File: config.mk
export PLATFORM = sky130hd
export DESIGN_NAME = lr0p_stack
export DESIGN_NICKNAME = d
export VERILOG_FILES = /design/src/hdl/lr0p_pkg.sv /design/src/hdl/lr0p_stack.sv
export SDC_FILE = /design/constraint.sdc
export NUM_CORES = 1
export LEC_CHECK = 0
export ABC_CLOCK_PERIOD_IN_PS = 4000
export BUFFER_PORTS_ARGS = -buffer_cell sky130_fd_sc_hd__clkbuf_2
export CAP_MARGIN = 20
export CORE_MARGIN = 5
export CORE_UTILIZATION = 55
export DETAILED_ROUTE_END_ITERATION = 10
export GPL_TIMING_DRIVEN = 0
export PLACE_DENSITY = 0.72
export SLEW_MARGIN = 20
export SYNTH_ARGS = -nofsm -noshare
export SYNTH_HDL_FRONTEND = slang
export SYNTH_SLANG_ARGS = --single-unit
File: constraint.sdc
create_clock -name clk -period 4 [get_ports clk]
set_input_delay 1 -clock clk [delete_from_list [all_inputs] [get_ports clk]]
set_output_delay 1 -clock clk [all_outputs]
set_load 0.01 [all_outputs]
File: src/hdl/lr0p_pkg.sv
package lr0p_pkg;

	localparam int NUM_STATES  = 256;
	localparam int NUM_SYMBOLS = 64;
	localparam int STACK_DEPTH = 64;
	localparam int MAX_BODY    = 15;
	localparam int MAX_CHAIN   = 62;

	localparam int ST_W    = $clog2(NUM_STATES);
	localparam int SYM_W   = $clog2(NUM_SYMBOLS);
	localparam int GA_W    = ST_W + SYM_W;
	localparam int SP_W    = $clog2(STACK_DEPTH);
	localparam int CNT_W   = SP_W + 1;
	localparam int BODY_W  = $clog2(MAX_BODY + 1);
	localparam int CHAIN_W = $clog2(MAX_CHAIN + 1);
	localparam int PROD_W  = 8;
	localparam int GOTO_DEPTH = NUM_STATES * NUM_SYMBOLS;

	localparam logic [1:0] REQ_GOTO  = 2'd0;
	localparam logic [1:0] REQ_RED   = 2'd1;
	localparam logic [1:0] REQ_TOKEN = 2'd2;

	localparam logic [1:0] EV_SHIFT  = 2'd0;
	localparam logic [1:0] EV_REDUCE = 2'd1;
	localparam logic [1:0] EV_ACCEPT = 2'd2;
	localparam logic [1:0] EV_REJECT = 2'd3;

	localparam logic [2:0] RC_NONE      = 3'd0;
	localparam logic [2:0] RC_NO_SHIFT  = 3'd1;
	localparam logic [2:0] RC_NO_GOTO   = 3'd2;
	localparam logic [2:0] RC_END       = 3'd3;
	localparam logic [2:0] RC_OVERFLOW  = 3'd4;
	localparam logic [2:0] RC_UNDERFLOW = 3'd5;

	typedef struct packed {
		logic            vld;
		logic [ST_W-1:0] target;
	} goto_ent_t;

	typedef struct packed {
		logic [PROD_W-1:0] prod;
		logic [BODY_W-1:0] blen;
		logic [SYM_W-1:0]  head;
	} red_ent_t;

	typedef struct packed {
		logic            we;
		logic [GA_W-1:0] waddr;
		goto_ent_t       wdata;
		logic [GA_W-1:0] raddr;
	} goto_cmd_t;

	typedef struct packed {
		logic            we;
		logic [ST_W-1:0] waddr;
		logic            wvalid;
		red_ent_t        wdata;
		logic [ST_W-1:0] raddr;
	} red_cmd_t;

	typedef struct packed {
		logic            we;
		logic [SP_W-1:0] waddr;
		logic [ST_W-1:0] wdata;
		logic [SP_W-1:0] raddr;
	} stk_cmd_t;

endpackage

File: src/hdl/lr0p_stack.sv
module lr0p_stack import lr0p_pkg::*; (
	input  logic            clk,
	input  logic            arst_n,
	input  stk_cmd_t        cmd,
	output logic [ST_W-1:0] rdata
);

	logic [ST_W-1:0] mem [STACK_DEPTH];
	logic [ST_W-1:0] rdata_q;
	logic            rd_bottom_q;

	// The bottom entry is never pushed and always holds state zero, so it is
	// not stored and the memory needs no clearing.
	always_ff @(posedge clk or negedge arst_n) begin
		if (!arst_n) begin
			rd_bottom_q <= 1'b1;
		end else begin
			rd_bottom_q <= (cmd.raddr == '0);
		end
	end

	always_ff @(posedge clk) begin
		if (cmd.we) begin
			mem[cmd.waddr] <= cmd.wdata;
		end
		rdata_q <= mem[cmd.raddr];
	end

	assign rdata = rd_bottom_q ? '0 : rdata_q;

endmodule

==> summary.md <==
| Metric | Value |
|---|---|
| Run status | finished clean |
| WP buf/inv | 4 |
| Commonest non-fill, non-tap cell in the layout | edfxtp_1 |
| H-Tree Depth | 2 |
| Worst path cell trace | clkbuf_2, buf_4, buf_2, clkbuf_1, mux4_2, a22oi_1, nand3_1, o311ai_1, o21ai_1 |
| Final Core Density | 0.621 |
| Largest net degree at the start of global routing | 65 |
| IO buf count | 24 |
| Final nets | approximately 1100 |
| R2R cell count | 5 |
| Core Region | 36600 um2 |
| RSZ-0062 raised after global routing | false |
| Worst-path fanout max | 10 |
| Crit path depth | 9 |
| Yosys reg bits | ~520 |
| EDFF count, synth | around 500 |
| Clock Tree Buf Depth | 3 |
| Netlist cell types | 54 |
| Number of global-route vias before repair | around 10000 |
| Clk_lat worst skew | ~0.57 ns |
| Crit path kind | in2reg |
| Vias per cell | 6.65 |
| R2r startpoint | mem[27][3]$_DFFE_PP_ |
| Register area share after synthesis | 0.762 |
| Fmax | just over 300 MHz |
| WL/cell | 31.5 um |
| GPL Wtd Cong | approximately 0.90 |
| Die area | ~41000 um2 |
| Clk_skew | slightly above 0.03 ns |
| CTS tree | yes |
| Worst min-delay path class | in2async |
| Final Setup Violations | 0 |
| Clock Sink Count | around 520 |
| Lkg Pwr | about 7.3 nW |
| Worst R2R Setup Slack | ~1.8 ns |
| Post-DRT Antenna Nets | 0 |
| Fin Setup TNS | 0 ns |
| Filler cell count | 2509 |
| Max cap viols | 0 |
| # IOs | 31 |
| First-pass GRT wire length | 72300 um |
| Gr usage total | 0.245 |
| CTS root buf | clkbuf_16 |
| Initial antenna violation count | 3 |
| Starting density of the core | 0.558 |
| CP delay by family, top | buffers and inverters |
| Drt pass-1 iters | 6 |
| Layout cell share with drive strength beyond 1 | 0.198 |
| Total number of vias | 10600 |
| Post-CTS Resized | 0 |
| Power density cells | just under 500 nW/um2 |
| Slowest CP cell | clkbuf_1 |
| Initial DRC count | about 1300 |
| Register Area | 15600 um2 |
| Clock-pin slew on the worst setup and hold paths | ~0.06 ns |
| Final hold vios | 0 |
| Max_slew headroom | 0.234 |
| CTS buffer count | 50 |
| Rows | 70 |
| Cts hold-fix bufs | 0 |
| WL final | 50100 um |
| Critical Path Sink Type | register |
| CP Data Required Time | ~4.4 ns |
| Synth Area per Inst | between 20 and 25 um2 |
| Setup bufs post-CTS | 0 |
| FFs w/ async S/R, synth | 0.00192 |
| Synth Instances | 1003 |
| Nature of the critical path startpoint | input port |
| Placed Area | approximately 21000 um2 |
| Post-route total power | around 11 mW |
| DP Wirelength | 30800 um |
| Final Cell Area | between 20000 and 25000 um2 |
| Multi-input gate area | approximately 4500 um2 |
| Worst-margin pin slew | 1.15 ns |
| Primary FF master, synth | edfxtp_1 |
| Commonest cells after routing, fill and taps aside | edfxtp_1 (512), mux4_2 (79), mux2i_1 (74) |
| Arr. time, crit path | ~3.6 ns |
| VDD IR max | between 0.2 and 0.3 mV |
| Total gr overflow | 0 |
| DR DRC count | 0 |
| Clock period minus final worst setup slack | 3.21 ns |
| Die Wd | around 200 um |
| Inserted Diodes | 0 |
| Reg2reg end | rdata_q[3]$_DFF_P_ |
| Layout area overhead | 11.3% |
| Slew Viols, Final | 0 |
| Critical Path Max Stage Delay | 0.68 ns |
| Chip height | roughly 200 um |
| Syn_nets | about 1000 |
| Final period utilization | 0.802 |
| Post-Syn Area | about 20000 um2 |
| Yosys warns | 0 |
per-layer routing:
metal,GRT usage,up-vias,share of wire
li1,-,4314,-
met1,0.355,5405,0.39
met2,0.383,707,0.47
met3,0.0532,121,0.11
met4,0.0723,6,0.034
met5,0,-,0.00066
synth_stat cells, types with 11 or more instances:
master,number,area share
edfxtp_1,512,0.75
mux4_2,79,0.087
nor2_1,75,0.014
mux2i_1,74,0.036
clkbuf_1,21,0.0039
nand2_1,19,0.0035
nor2b_1,18,0.0055
mux4_1,17,0.022
a22oi_1,14,0.0051
o221ai_1,14,0.0060
buf_2,13,0.0032
a21oi_1,11,0.0027
o22ai_1,11,0.0034
metrics by stage:
stage / instances / hold WS, ns / setup WS [ns]
3_3_place_gp: 1495 / 0.852 / 0.284
2_1_floorplan: 1003 / 0.665 / 1.39
3_5_place_dp: 1497 / 0.831 / 0.310
5_1_grt: 1588 / 0.343 / 0.738
6_report: 1588 / 0.346 / 0.790
4_1_cts: 1588 / 0.335 / 0.904
state kept, by name (all words and copies together) (netlist names):
register     cells
rdata_q          8
mem            512
rd_bottom_q      1
how the worst max path moves through the flow:
stage / endpoint / start / slack [ns]
after floorplan: mem[39][0]$_DFFE_PP_ / cmd[19] / 1.39
after global placement: rdata_q[6]$_DFF_P_ / cmd[1] / 0.28
after detailed placement: rdata_q[6]$_DFF_P_ / cmd[1] / 0.31
after CTS: rdata_q[6]$_DFF_P_ / cmd[1] / 0.90
after global routing: rdata_q[6]$_DFF_P_ / cmd[1] / 0.74
final: rdata_q[6]$_DFF_P_ / cmd[1] / 0.79
power by group:
group	switching [mW]	internal, mW
clock network	1.97	2.59
logic	0.405	0.216
registers	0.0109	6.04
logic make-up after synthesis:
| kind of cell | after synthesis | synth area share |
|---|---|---|
| AND/OR/NAND/NOR | 154 | 0.0361 |
| flip-flops | 521 | 0.762 |
| buffers and inverters | 60 | 0.0206 |
| AO/OA/AOI/OAI | 91 | 0.0326 |
| multiplexers | 177 | 0.149 |
area by class of cell:
type,count,share of cell area
inverters,2,0.000330
well taps,468,0.0257
clock inverters,28,0.0102
plain buffers,58,0.0182
clock buffers,63,0.0581
repair buffers,26,0.00688
flip-flops and latches,521,0.684
multi-input cells,422,0.196
Note: power is estimated with default switching activity, not from simulation.
