$ cat src/hdl/lr0p_pkg.sv
package lr0p_pkg;

	localparam int NUM_STATES  = 256;
	localparam int NUM_SYMBOLS = 64;
	localparam int STACK_DEPTH = 64;
	localparam int MAX_BODY    = 15;
	localparam int MAX_CHAIN   = 62;

	localparam int ST_W    = $clog2(NUM_STATES);
	localparam int SYM_W   = $clog2(NUM_SYMBOLS);
	localparam int GA_W    = ST_W + SYM_W;
	localparam int SP_W    = $clog2(STACK_DEPTH);
	localparam int CNT_W   = SP_W + 1;
	localparam int BODY_W  = $clog2(MAX_BODY + 1);
	localparam int CHAIN_W = $clog2(MAX_CHAIN + 1);
	localparam int PROD_W  = 8;
	localparam int GOTO_DEPTH = NUM_STATES * NUM_SYMBOLS;

	localparam logic [1:0] REQ_GOTO  = 2'd0;
	localparam logic [1:0] REQ_RED   = 2'd1;
	localparam logic [1:0] REQ_TOKEN = 2'd2;

	localparam logic [1:0] EV_SHIFT  = 2'd0;
	localparam logic [1:0] EV_REDUCE = 2'd1;
	localparam logic [1:0] EV_ACCEPT = 2'd2;
	localparam logic [1:0] EV_REJECT = 2'd3;

	localparam logic [2:0] RC_NONE      = 3'd0;
	localparam logic [2:0] RC_NO_SHIFT  = 3'd1;
	localparam logic [2:0] RC_NO_GOTO   = 3'd2;
	localparam logic [2:0] RC_END       = 3'd3;
	localparam logic [2:0] RC_OVERFLOW  = 3'd4;
	localparam logic [2:0] RC_UNDERFLOW = 3'd5;

	typedef struct packed {
		logic            vld;
		logic [ST_W-1:0] target;
	} goto_ent_t;

	typedef struct packed {
		logic [PROD_W-1:0] prod;
		logic [BODY_W-1:0] blen;
		logic [SYM_W-1:0]  head;
	} red_ent_t;

	typedef struct packed {
		logic            we;
		logic [GA_W-1:0] waddr;
		goto_ent_t       wdata;
		logic [GA_W-1:0] raddr;
	} goto_cmd_t;

	typedef struct packed {
		logic            we;
		logic [ST_W-1:0] waddr;
		logic            wvalid;
		red_ent_t        wdata;
		logic [ST_W-1:0] raddr;
	} red_cmd_t;

	typedef struct packed {
		logic            we;
		logic [SP_W-1:0] waddr;
		logic [ST_W-1:0] wdata;
		logic [SP_W-1:0] raddr;
	} stk_cmd_t;

endpackage

$ cat src/hdl/lr0p_seq.sv
module lr0p_seq import lr0p_pkg::*; (
	input  logic              clk,
	input  logic              arst_n,
	input  logic              start,
	input  logic              clearing,
	input  logic [1:0]        req_type,
	input  logic [ST_W-1:0]   table_state,
	input  logic [SYM_W-1:0]  symbol,
	input  logic [ST_W-1:0]   target_state,
	input  logic              entry_valid,
	input  logic [PROD_W-1:0] production_id,
	input  logic [BODY_W-1:0] body_length,
	input  logic [SYM_W-1:0]  head_symbol,
	input  logic              is_end,
	input  goto_ent_t         goto_rdata,
	input  red_ent_t          red_rdata,
	input  logic              red_rvalid,
	input  logic [ST_W-1:0]   stk_rdata,
	output goto_cmd_t         goto_cmd,
	output red_cmd_t          red_cmd,
	output stk_cmd_t          stk_cmd,
	output logic              busy,
	output logic              result_strobe,
	output logic [1:0]        event_kind,
	output logic [SYM_W-1:0]  shifted_symbol,
	output logic [PROD_W-1:0] reduced_production,
	output logic [2:0]        reject_cause,
	output logic              last
);

	typedef enum logic [2:0] {
		S_IDLE,
		S_EVAL,
		S_STK,
		S_RGOTO,
		S_SGOTO,
		S_UNDER,
		S_ACC
	} state_t;

	typedef struct packed {
		logic [1:0]        kind;
		logic [SYM_W-1:0]  sym;
		logic [PROD_W-1:0] prod;
		logic [2:0]        cause;
		logic              last;
	} res_t;

	state_t              state_q;
	logic [CNT_W-1:0]    count_q;
	logic [ST_W-1:0]     top_q;
	logic [CHAIN_W-1:0]  chain_q;
	logic [SYM_W-1:0]    head_q;
	logic [SYM_W-1:0]    sym_q;
	logic                end_q;
	logic                strobe_q;
	res_t                res_q;

	logic                accept;
	logic [CNT_W-1:0]    blen_ext;
	logic [CNT_W-1:0]    cnt_after;
	logic [CNT_W-1:0]    stk_idx;
	logic                underflow;
	logic                full;

	function automatic res_t mk_res(logic [1:0] kind, logic [SYM_W-1:0] sym,
			logic [PROD_W-1:0] prod, logic [2:0] cause, logic lst);
		res_t r;
		r.kind  = kind;
		r.sym   = sym;
		r.prod  = prod;
		r.cause = cause;
		r.last  = lst;
		return r;
	endfunction

	// The body-length subtraction gives the count after the pop; a separate compare
	// flags underflow, and one less than that count addresses the uncovered state.
	always_comb begin
		accept    = (state_q == S_IDLE) && start && !clearing;
		blen_ext  = CNT_W'(red_rdata.blen);
		cnt_after = count_q - blen_ext;
		underflow = (blen_ext >= count_q);
		stk_idx   = cnt_after - CNT_W'(1);
		full      = (count_q >= CNT_W'(STACK_DEPTH));

		goto_cmd.we     = accept && (req_type == REQ_GOTO);
		goto_cmd.waddr  = {table_state, symbol};
		goto_cmd.wdata  = entry_valid ? goto_ent_t'{vld: 1'b1, target: target_state}
			: goto_ent_t'('0);
		goto_cmd.raddr  = (state_q == S_STK) ? {stk_rdata, head_q} : {top_q, sym_q};

		red_cmd.we      = accept && (req_type == REQ_RED);
		red_cmd.waddr   = table_state;
		red_cmd.wvalid  = entry_valid;
		red_cmd.wdata   = red_ent_t'{prod: production_id, blen: body_length,
			head: head_symbol};
		red_cmd.raddr   = (state_q == S_RGOTO) ? goto_rdata.target : top_q;

		stk_cmd.we      = ((state_q == S_RGOTO) || (state_q == S_SGOTO))
			&& goto_rdata.vld && !full;
		stk_cmd.waddr   = count_q[SP_W-1:0];
		stk_cmd.wdata   = goto_rdata.target;
		stk_cmd.raddr   = stk_idx[SP_W-1:0];
	end

	always_ff @(posedge clk or negedge arst_n) begin
		if (!arst_n) begin
			state_q  <= S_IDLE;
			count_q  <= CNT_W'(1);
			top_q    <= '0;
			chain_q  <= '0;
			head_q   <= '0;
			sym_q    <= '0;
			end_q    <= 1'b0;
			strobe_q <= 1'b0;
			res_q    <= '0;
		end else begin
			strobe_q <= 1'b0;
			case (state_q)
				S_IDLE: begin
					if (accept && (req_type == REQ_TOKEN)) begin
						sym_q   <= symbol;
						end_q   <= is_end;
						chain_q <= '0;
						state_q <= S_EVAL;
					end
				end
				S_EVAL: begin
					if (red_rvalid) begin
						if (chain_q == CHAIN_W'(MAX_CHAIN)) begin
							strobe_q <= 1'b1;
							res_q    <= mk_res(EV_REJECT, '0, '0, RC_UNDERFLOW, 1'b1);
							count_q  <= CNT_W'(1);
							top_q    <= '0;
							state_q  <= S_IDLE;
						end else begin
							chain_q  <= chain_q + CHAIN_W'(1);
							head_q   <= red_rdata.head;
							strobe_q <= 1'b1;
							res_q    <= mk_res(EV_REDUCE, '0, red_rdata.prod, RC_NONE, 1'b0);
							if (underflow) begin
								state_q <= S_UNDER;
							end else begin
								count_q <= cnt_after;
								if ((cnt_after == CNT_W'(1)) && end_q) begin
									state_q <= S_ACC;
								end else begin
									state_q <= S_STK;
								end
							end
						end
					end else if (end_q) begin
						strobe_q <= 1'b1;
						res_q    <= mk_res(EV_REJECT, '0, '0, RC_END, 1'b1);
						count_q  <= CNT_W'(1);
						top_q    <= '0;
						state_q  <= S_IDLE;
					end else begin
						state_q <= S_SGOTO;
					end
				end
				S_STK: begin
					state_q <= S_RGOTO;
				end
				S_RGOTO: begin
					if (!goto_rdata.vld || full) begin
						strobe_q <= 1'b1;
						res_q    <= mk_res(EV_REJECT, '0, '0,
							goto_rdata.vld ? RC_OVERFLOW : RC_NO_GOTO, 1'b1);
						count_q  <= CNT_W'(1);
						top_q    <= '0;
						state_q  <= S_IDLE;
					end else begin
						count_q <= count_q + CNT_W'(1);
						top_q   <= goto_rdata.target;
						state_q <= S_EVAL;
					end
				end
				S_SGOTO: begin
					strobe_q <= 1'b1;
					state_q  <= S_IDLE;
					if (!goto_rdata.vld || full) begin
						res_q   <= mk_res(EV_REJECT, '0, '0,
							goto_rdata.vld ? RC_OVERFLOW : RC_NO_SHIFT, 1'b1);
						count_q <= CNT_W'(1);
						top_q   <= '0;
					end else begin
						res_q   <= mk_res(EV_SHIFT, sym_q, '0, RC_NONE, 1'b1);
						count_q <= count_q + CNT_W'(1);
						top_q   <= goto_rdata.target;
					end
				end
				S_UNDER: begin
					strobe_q <= 1'b1;
					res_q    <= mk_res(EV_REJECT, '0, '0, RC_UNDERFLOW, 1'b1);
					count_q  <= CNT_W'(1);
					top_q    <= '0;
					state_q  <= S_IDLE;
				end
				S_ACC: begin
					strobe_q <= 1'b1;
					res_q    <= mk_res(EV_ACCEPT, '0, '0, RC_NONE, 1'b1);
					count_q  <= CNT_W'(1);
					top_q    <= '0;
					state_q  <= S_IDLE;
				end
				default: begin
					state_q <= S_IDLE;
				end
			endcase
		end
	end

	assign busy               = (state_q != S_IDLE) || clearing;
	assign result_strobe      = strobe_q;
	assign event_kind         = res_q.kind;
	assign shifted_symbol     = res_q.sym;
	assign reduced_production = res_q.prod;
	assign reject_cause       = res_q.cause;
	assign last               = res_q.last;

endmodule

$ cat config.mk
export PLATFORM = sky130hd
export DESIGN_NAME = lr0p_seq
export DESIGN_NICKNAME = d
export VERILOG_FILES = /design/src/hdl/lr0p_pkg.sv /design/src/hdl/lr0p_seq.sv
export SDC_FILE = /design/constraint.sdc
export NUM_CORES = 1
export LEC_CHECK = 0
export ABC_AREA = 1
export BUFFER_PORTS_ARGS = -buffer_cell sky130_fd_sc_hd__buf_2
export CAP_MARGIN = 20
export CORE_MARGIN = 10
export CORE_UTILIZATION = 45
export DETAILED_ROUTE_END_ITERATION = 8
export PLACE_DENSITY = 0.89
export SLEW_MARGIN = 20
export SYNTH_ARGS = -nofsm -noshare
export SYNTH_HDL_FRONTEND = slang
export SYNTH_SLANG_ARGS = --single-unit
$ cat constraint.sdc
create_clock -name clk -period 2.4 [get_ports clk]
set_input_delay 0.12 -clock clk [delete_from_list [all_inputs] [get_ports clk]]
set_output_delay 0.12 -clock clk [all_outputs]
set_load 0.1 [all_outputs]
==> summary.md, run 1 <==
| Metric | Value |
|---|---|
| Status | `finished with violations` |
| Violations in the final reports | `negative setup slack` |
| Synthesis-stage register bit count | `58` |
| GRT Resource Usage Total | `17.3%` |
| Time the worst path needs with I/O delays and setup | `2.48 ns` |
| Gp weighted congestion | `0.940` |
| Synth cell count leaders | `nand2_1, buf_4, dfrtp_1, inv_1, nor2_1` |
| Sort of element at the end of the critical path | `output port` |
| End-of-flow core utilization | `59.9%` |
| Post-synthesis cell count | `501` |
| Tightest Hold Check Type | `input pin to flop` |
| Fraction of layout cells with a size suffix above 1 | `36.9%` |
| Synthesized Nets | `596` |
| Synthesis-to-finish area growth | `28.9%` |
| Area of the core | `8260 µm²` |
| Cell type contributing the most total cell area after synthesis | `dfrtp_1` |
| Xor and xnor fraction of the mapped netlist area | `2.28%` |
| Final routed wire length divided by cell count | `15.4 µm` |
| CP Max Fanout | `3` |
| Primary flip-flop cell chosen by synthesis mapping | `dfrtp_1` |
| Worst skew pair latency | `0.34 ns` |
| Number of pins with negative max-slew slack in the final report | `0` |
| Half-perimeter wire length after detailed placement | `8820 µm` |
| Crit path DAT | `2.36 ns` |
| Setup violation total in the final timing report | `4` |
| Worst Setup Start Kind | `flop` |
| Post-route ant nets | `0` |
| Ys async rst share | `100%` |
| Count of synthesis-stage warnings from yosys | `0` |
| Total number of placement rows | `33` |
| Post-layout instance area | `4950 µm²` |
| Count of endpoints failing hold in the final timing report | `0` |
| Fmax | `404 MHz` |
| DIE AREA | `12,600 µm²` |
| Post-synth EDFFs | `0` |
| Antenna violations before repair | `0` |
| Post-synthesis simple-gate area fraction | `24.6%` |
| Initial DRC count | `214` |
| Leading cell types by total area after synthesis | `dfrtp_1, nand2_1, buf_4` |
| Final worst setup slack | `-0.0760 ns` |
| Max-capacitance violation count | `0` |
| Area after DPL | `4620 µm²` |
| Final clock skew | `0.0103 ns` |
| Final clock period utilization by the worst path | `103%` |
| H-tree levels | `3` |
| Vias in the first global route | `3,862` |
| Initial Util | `46.5%` |
| Clock tree from TritonCTS | `yes` |
| Max-Slew Margin vs Limit | `56.6%` |
| Total detailed-routing wirelength | `11,000 µm` |
| Boundary pin count | `201` |
| Fraction of synthesized cell area taken by the top area cell type | `37.1%` |
| Synth cell types | `33` |
| N_diodes | `0` |
| Fraction of the mapped netlist area in compound gates | `10.2%` |
| Sequential fraction of the synthesis area | `37.8%` |
| Buffers from clock root to sink, at most | `2` |
| Most frequent cell after synthesis | `nand2_1` |
| Slew at the pin with the worst max-slew slack | `0.652 ns` |
| Maximum number of pins on one net before global-route repair | `31` |
| DR pass1 iterations | `5` |
| Via Count | `3,579` |
| Area share of fa/ha/maj cells after synthesis | `3.78%` |
| Dominant combinational cell family by area after synthesis | `simple AND/OR/NAND/NOR gates` |
| TritonCTS buffer count | `9` |
| Via/cell ratio | `5.01` |
| Cell at the root of the clock tree | `clkbuf_8` |
| Die width | `112 µm` |
| Clock Pin Slew Worst Setup and Hold Paths | `0.07 ns` |
| Mux contribution to synthesized area | `2.74%` |
| Wire length of the first global-routing pass | `18,600 µm` |
| Syn_area_per_cell | `7.66 µm²` |
| Clock Sink Count | `58` |
| Remaining design rule violation count | `0` |
| Required arrival time at the worst endpoint | `2.28 ns` |
| Final layout net count | `700` |
| RSZ-0062 raised after global routing | `true` |
| Mapped Area | `3840 µm²` |
| Die Y-Extent | `112 µm` |
| Setup Slack @ Placement | `0.107 ns` |
| Setup Crit Path Kind | `flop to output port` |
| Total congestion overflow | `0` |
| Count of buffers inserted at the top-level ports | `140` |
-- final cells by class --
type	count	area [µm²]
timing repair buffer	162	1120
sequential	58	1450
tap	105	131
clock inverter	6	35.0
fill	739	3310
clock buffer	10	128
multi-input combinational	316	1850
inverter	58	223
-- through the flow --
| stage | instances | setup TNS, ns | hold WS (ns) |
|---|---|---|---|
| after global routing | 715 | -0.500 | 0.00191 |
| after CTS | 713 | -0.143 | 0.00130 |
| after floorplan | 501 | -1.67 | -0.176 |
| final | 715 | -0.137 | 0.00361 |
| after global placement | 686 | 0 | 0.182 |
| after detailed placement | 686 | 0 | 0.186 |
-- registers in the layout, indices dropped and copies added (netlist names), 2 cells and up --
name	cells
reject_cause	3
top_q	8
reduced_production	8
head_q	6
event_kind	2
sym_q	6
shifted_symbol	6
count_q	7
chain_q	6
state_q	3
-- routing by layer --
| layer | GRT usage, % | up-vias | part of all wire (%) |
|---|---|---|---|
| met2 | 28.9 | 150 | 49 |
| met5 | 0 | - | 0 |
| li1 | - | 1740 | - |
| met1 | 19.8 | 1666 | 41 |
| met4 | 4.99 | 0 | 1.1 |
| met3 | 7.08 | 23 | 9.2 |
-- layout by cell type (no fill, tap or decap), drive strengths merged --
cell type,n
inv,58
a21boi,1
nand4,5
dfstp,1
fa,1
dlygate4sd3,7
mux2,9
clkbuf,10
ha,10
dfrtp,57
nand3,27
a31oi,3
xnor2,3
xor2,7
a22o,8
a21oi,20
nor2,45
nand2,132
clkinvlp,2
clkinv,4
o21ai,33
nor3,10
buf,155
o22ai,2
-- cells by family (layout without fill, tap and decap cells) --
group                      count (synthesis)  in the layout
and+or+nand+nor                          219            219
buffers and inverters                    127            236
AOI/OAI and AO/OA                         67             67
DFF                                       58             58
adders and majority gates                 11             11
xor gates and xnor gates                  10             10
muxes                                      9              9
-- repair_timing --
action | in CTS | in global routing
gates resized for setup | 7 | 6
endpoints found under the hold margin | 34 | 0
pin swaps | 7 | 1
setup buffers | 4 | 2
setup endpoints to repair | 5 | 4
hold buffers | 7 | 0
cloned | 0 | 0
-- worst paths after layout --
path | from | end | slack (ns) | depth (start not counted)
worst max-delay path | count_q[0] | stk_cmd[5] | -0.08 | 8
worst min-delay path | red_rdata[15] | reduced_production[5] | 0.004 | 2
worst max register to register | count_q[0] | state_q[2] | 0.28 | 13
worst min register to register | reject_cause[1] | reject_cause[1] | 0.48 | 2
max in group asynchronous | arst_n | count_q[0] | 1.35 | 3
min in group asynchronous | arst_n | count_q[6] | 0.35 | 2
-- critical path: stages (launching register included) --
cell	delay [ns]
dfstp_2	0.56
inv_4	0.04
ha_4	0.15
inv_4	0.05
fa_2	0.46
nor3_4	0.14
nand4_1	0.20
xor2_4	0.21
buf_12	0.19
Power of run 1 is not shown: default switching activity piles up to over one toggle a cycle in this logic, so the estimate is an artifact.
==> run 2, diff against run 1 <==
--- a/config.mk
+++ b/config.mk
@@ -8,6 +8,7 @@
 export ABC_AREA = 1
 export BUFFER_PORTS_ARGS = -buffer_cell sky130_fd_sc_hd__buf_2
 export CAP_MARGIN = 20
+export CORE_ASPECT_RATIO = 0.8
 export CORE_MARGIN = 10
 export CORE_UTILIZATION = 45
 export DETAILED_ROUTE_END_ITERATION = 8
==> summary.md, run 2 (synthesis results as in run 1) <==
| Metric | Value |
|---|---|
| Total number of placement rows | `30` |
| Initial DRC count | `276` |
| Setup Crit Path Kind | `flop to output port` |
| Max-Slew Margin vs Limit | `66.8%` |
| Maximum number of pins on one net before global-route repair | `59` |
| Capture point of the worst reg-to-reg path | `state_q[2]` |
| N_diodes | `0` |
| TritonCTS buffer count | `9` |
| Half-perimeter wire length after detailed placement | `8670 µm` |
| Worst skew pair latency | `0.34 ns` |
| Clock tree from TritonCTS | `yes` |
| Max-capacitance violation count | `0` |
| Area after DPL | `4700 µm²` |
| Via/cell ratio | `5.03` |
| Total congestion overflow | `0` |
| Post-route ant nets | `0` |
| Initial Util | `45.7%` |
| Clock Pin Slew Worst Setup and Hold Paths | `0.06 ns` |
| Via Count | `3,630` |
| Setup slack on the worst flop-to-flop path | `0.21 ns` |
| RSZ-0062 raised after global routing | `true` |
| Final clock period utilization by the worst path | `103%` |
| Start of the worst register-to-register path | `count_q[0]` |
| Setup violation total in the final timing report | `3` |
| Time the worst path needs with I/O delays and setup | `2.47 ns` |
| Met2 WL post-DR | `5210 µm` |
| Area of the core | `8410 µm²` |
| Clock Sink Count | `58` |
| Hold worst-path end | `reduced_production[7]` |
| Fin Setup TNS | `-0.108 ns` |
| Commonest cells after routing, fill and taps aside | `nand2_1, buf_2, dfrtp_1` |
| Gp weighted congestion | `0.891` |
| Fraction of layout cells with a size suffix above 1 | `36.4%` |
| Required arrival time at the worst endpoint | `2.28 ns` |
| Uppermost routed layer | `met4` |
| Fmax | `405 MHz` |
| Synthesis-to-finish area growth | `31.5%` |
| Setup Slack @ Placement | `0.0842 ns` |
| Boundary pin count | `201` |
| Final routed wire length divided by cell count | `15.3 µm` |
| Routed length on met3 | `1230 µm` |
| Final layout net count | `700` |
| Wire length of the first global-routing pass | `17,300 µm` |
| Sort of element at the end of the critical path | `output port` |
| Status | `finished with violations` |
| GRT Resource Usage Total | `17.0%` |
| CP Max Fanout | `3` |
| Vias in the first global route | `3,627` |
| Slew at the pin with the worst max-slew slack | `0.502 ns` |
| Post-layout instance area | `5050 µm²` |
| Commonest non-fill, non-tap cell in the layout | `nand2_1` |
| Beginning of the worst hold path | `red_rdata[17]` |
| Remaining design rule violation count | `0` |
| Cell at the root of the clock tree | `clkbuf_8` |
| Buffers from clock root to sink, at most | `2` |
| Die width | `123 µm` |
| Length in cells of the worst reg-to-reg path | `13` |
| Met1 wire length | `4410 µm` |
| End-of-flow core utilization | `60.0%` |
| Die Y-Extent | `103 µm` |
| Crit path DAT | `2.35 ns` |
| DR pass1 iterations | `5` |
| H-tree levels | `3` |
| Worst Setup Start Kind | `flop` |
| Violations in the final reports | `negative setup slack` |
| Antenna violations before repair | `0` |
| Tightest Hold Check Type | `input pin to flop` |
| DIE AREA | `12,700 µm²` |
| Final clock skew | `0.0136 ns` |
| Total detailed-routing wirelength | `11,000 µm` |
| Count of buffers inserted at the top-level ports | `140` |
| Count of endpoints failing hold in the final timing report | `0` |
| Worst hold path cell count | `2` |
| Final worst setup slack | `-0.0682 ns` |
| Number of pins with negative max-slew slack in the final report | `0` |
run 2: layer usage:
layer	global-route usage, %	vias up
li1	-	1744
met1	20.2	1687
met2	27.6	176
met3	7.01	23
met4	5.09	0
met5	0	-
run 2: worst max-delay path by stage:
stage | start | cells after the start | endpoint | slack, ns
after global routing | count_q[0] | 8 | stk_cmd[5] | -0.17
final | count_q[0] | 8 | stk_cmd[5] | -0.07
after floorplan | state_q[1] | 5 | goto_cmd[37] | -0.19
after global placement | count_q[0] | 8 | stk_cmd[5] | 0.15
after detailed placement | count_q[0] | 8 | stk_cmd[5] | 0.08
after CTS | count_q[0] | 8 | stk_cmd[5] | -0.1
run 2: cell type report:
cell class / count / area, µm²
clock buffers: 14 / 173
clock inverters: 2 / 10.0
fillers: 765 / 3360
inverters: 58 / 223
multi-input cells: 316 / 1840
flip-flops and latches: 58 / 1450
well taps: 112 / 140
repair buffers: 162 / 1210
run 2: critical path: stages, from the launching register on:
cell	delay [ns]
dfstp_2	0.55
inv_4	0.04
ha_4	0.15
inv_4	0.05
fa_2	0.46
nor3_4	0.14
nand4_1	0.21
xor2_4	0.21
buf_12	0.19
run 2: what timing repair did:
item | CTS | global route
pin swaps | 4 | 0
hold buffers | 10 | 0
resized for setup | 7 | 5
endpoints found under the hold margin | 66 | 0
setup buffers | 3 | 1
setup endpoints to repair | 5 | 4
run 2: metrics by stage:
step,hold WS (ns),instances
after floorplan,-0.176,501
after global placement,0.142,692
after detailed placement,0.151,692
after CTS,0.00771,721
after global routing,0.0105,722
final,0.0232,722
Power of run 2 is left out for the same reason.
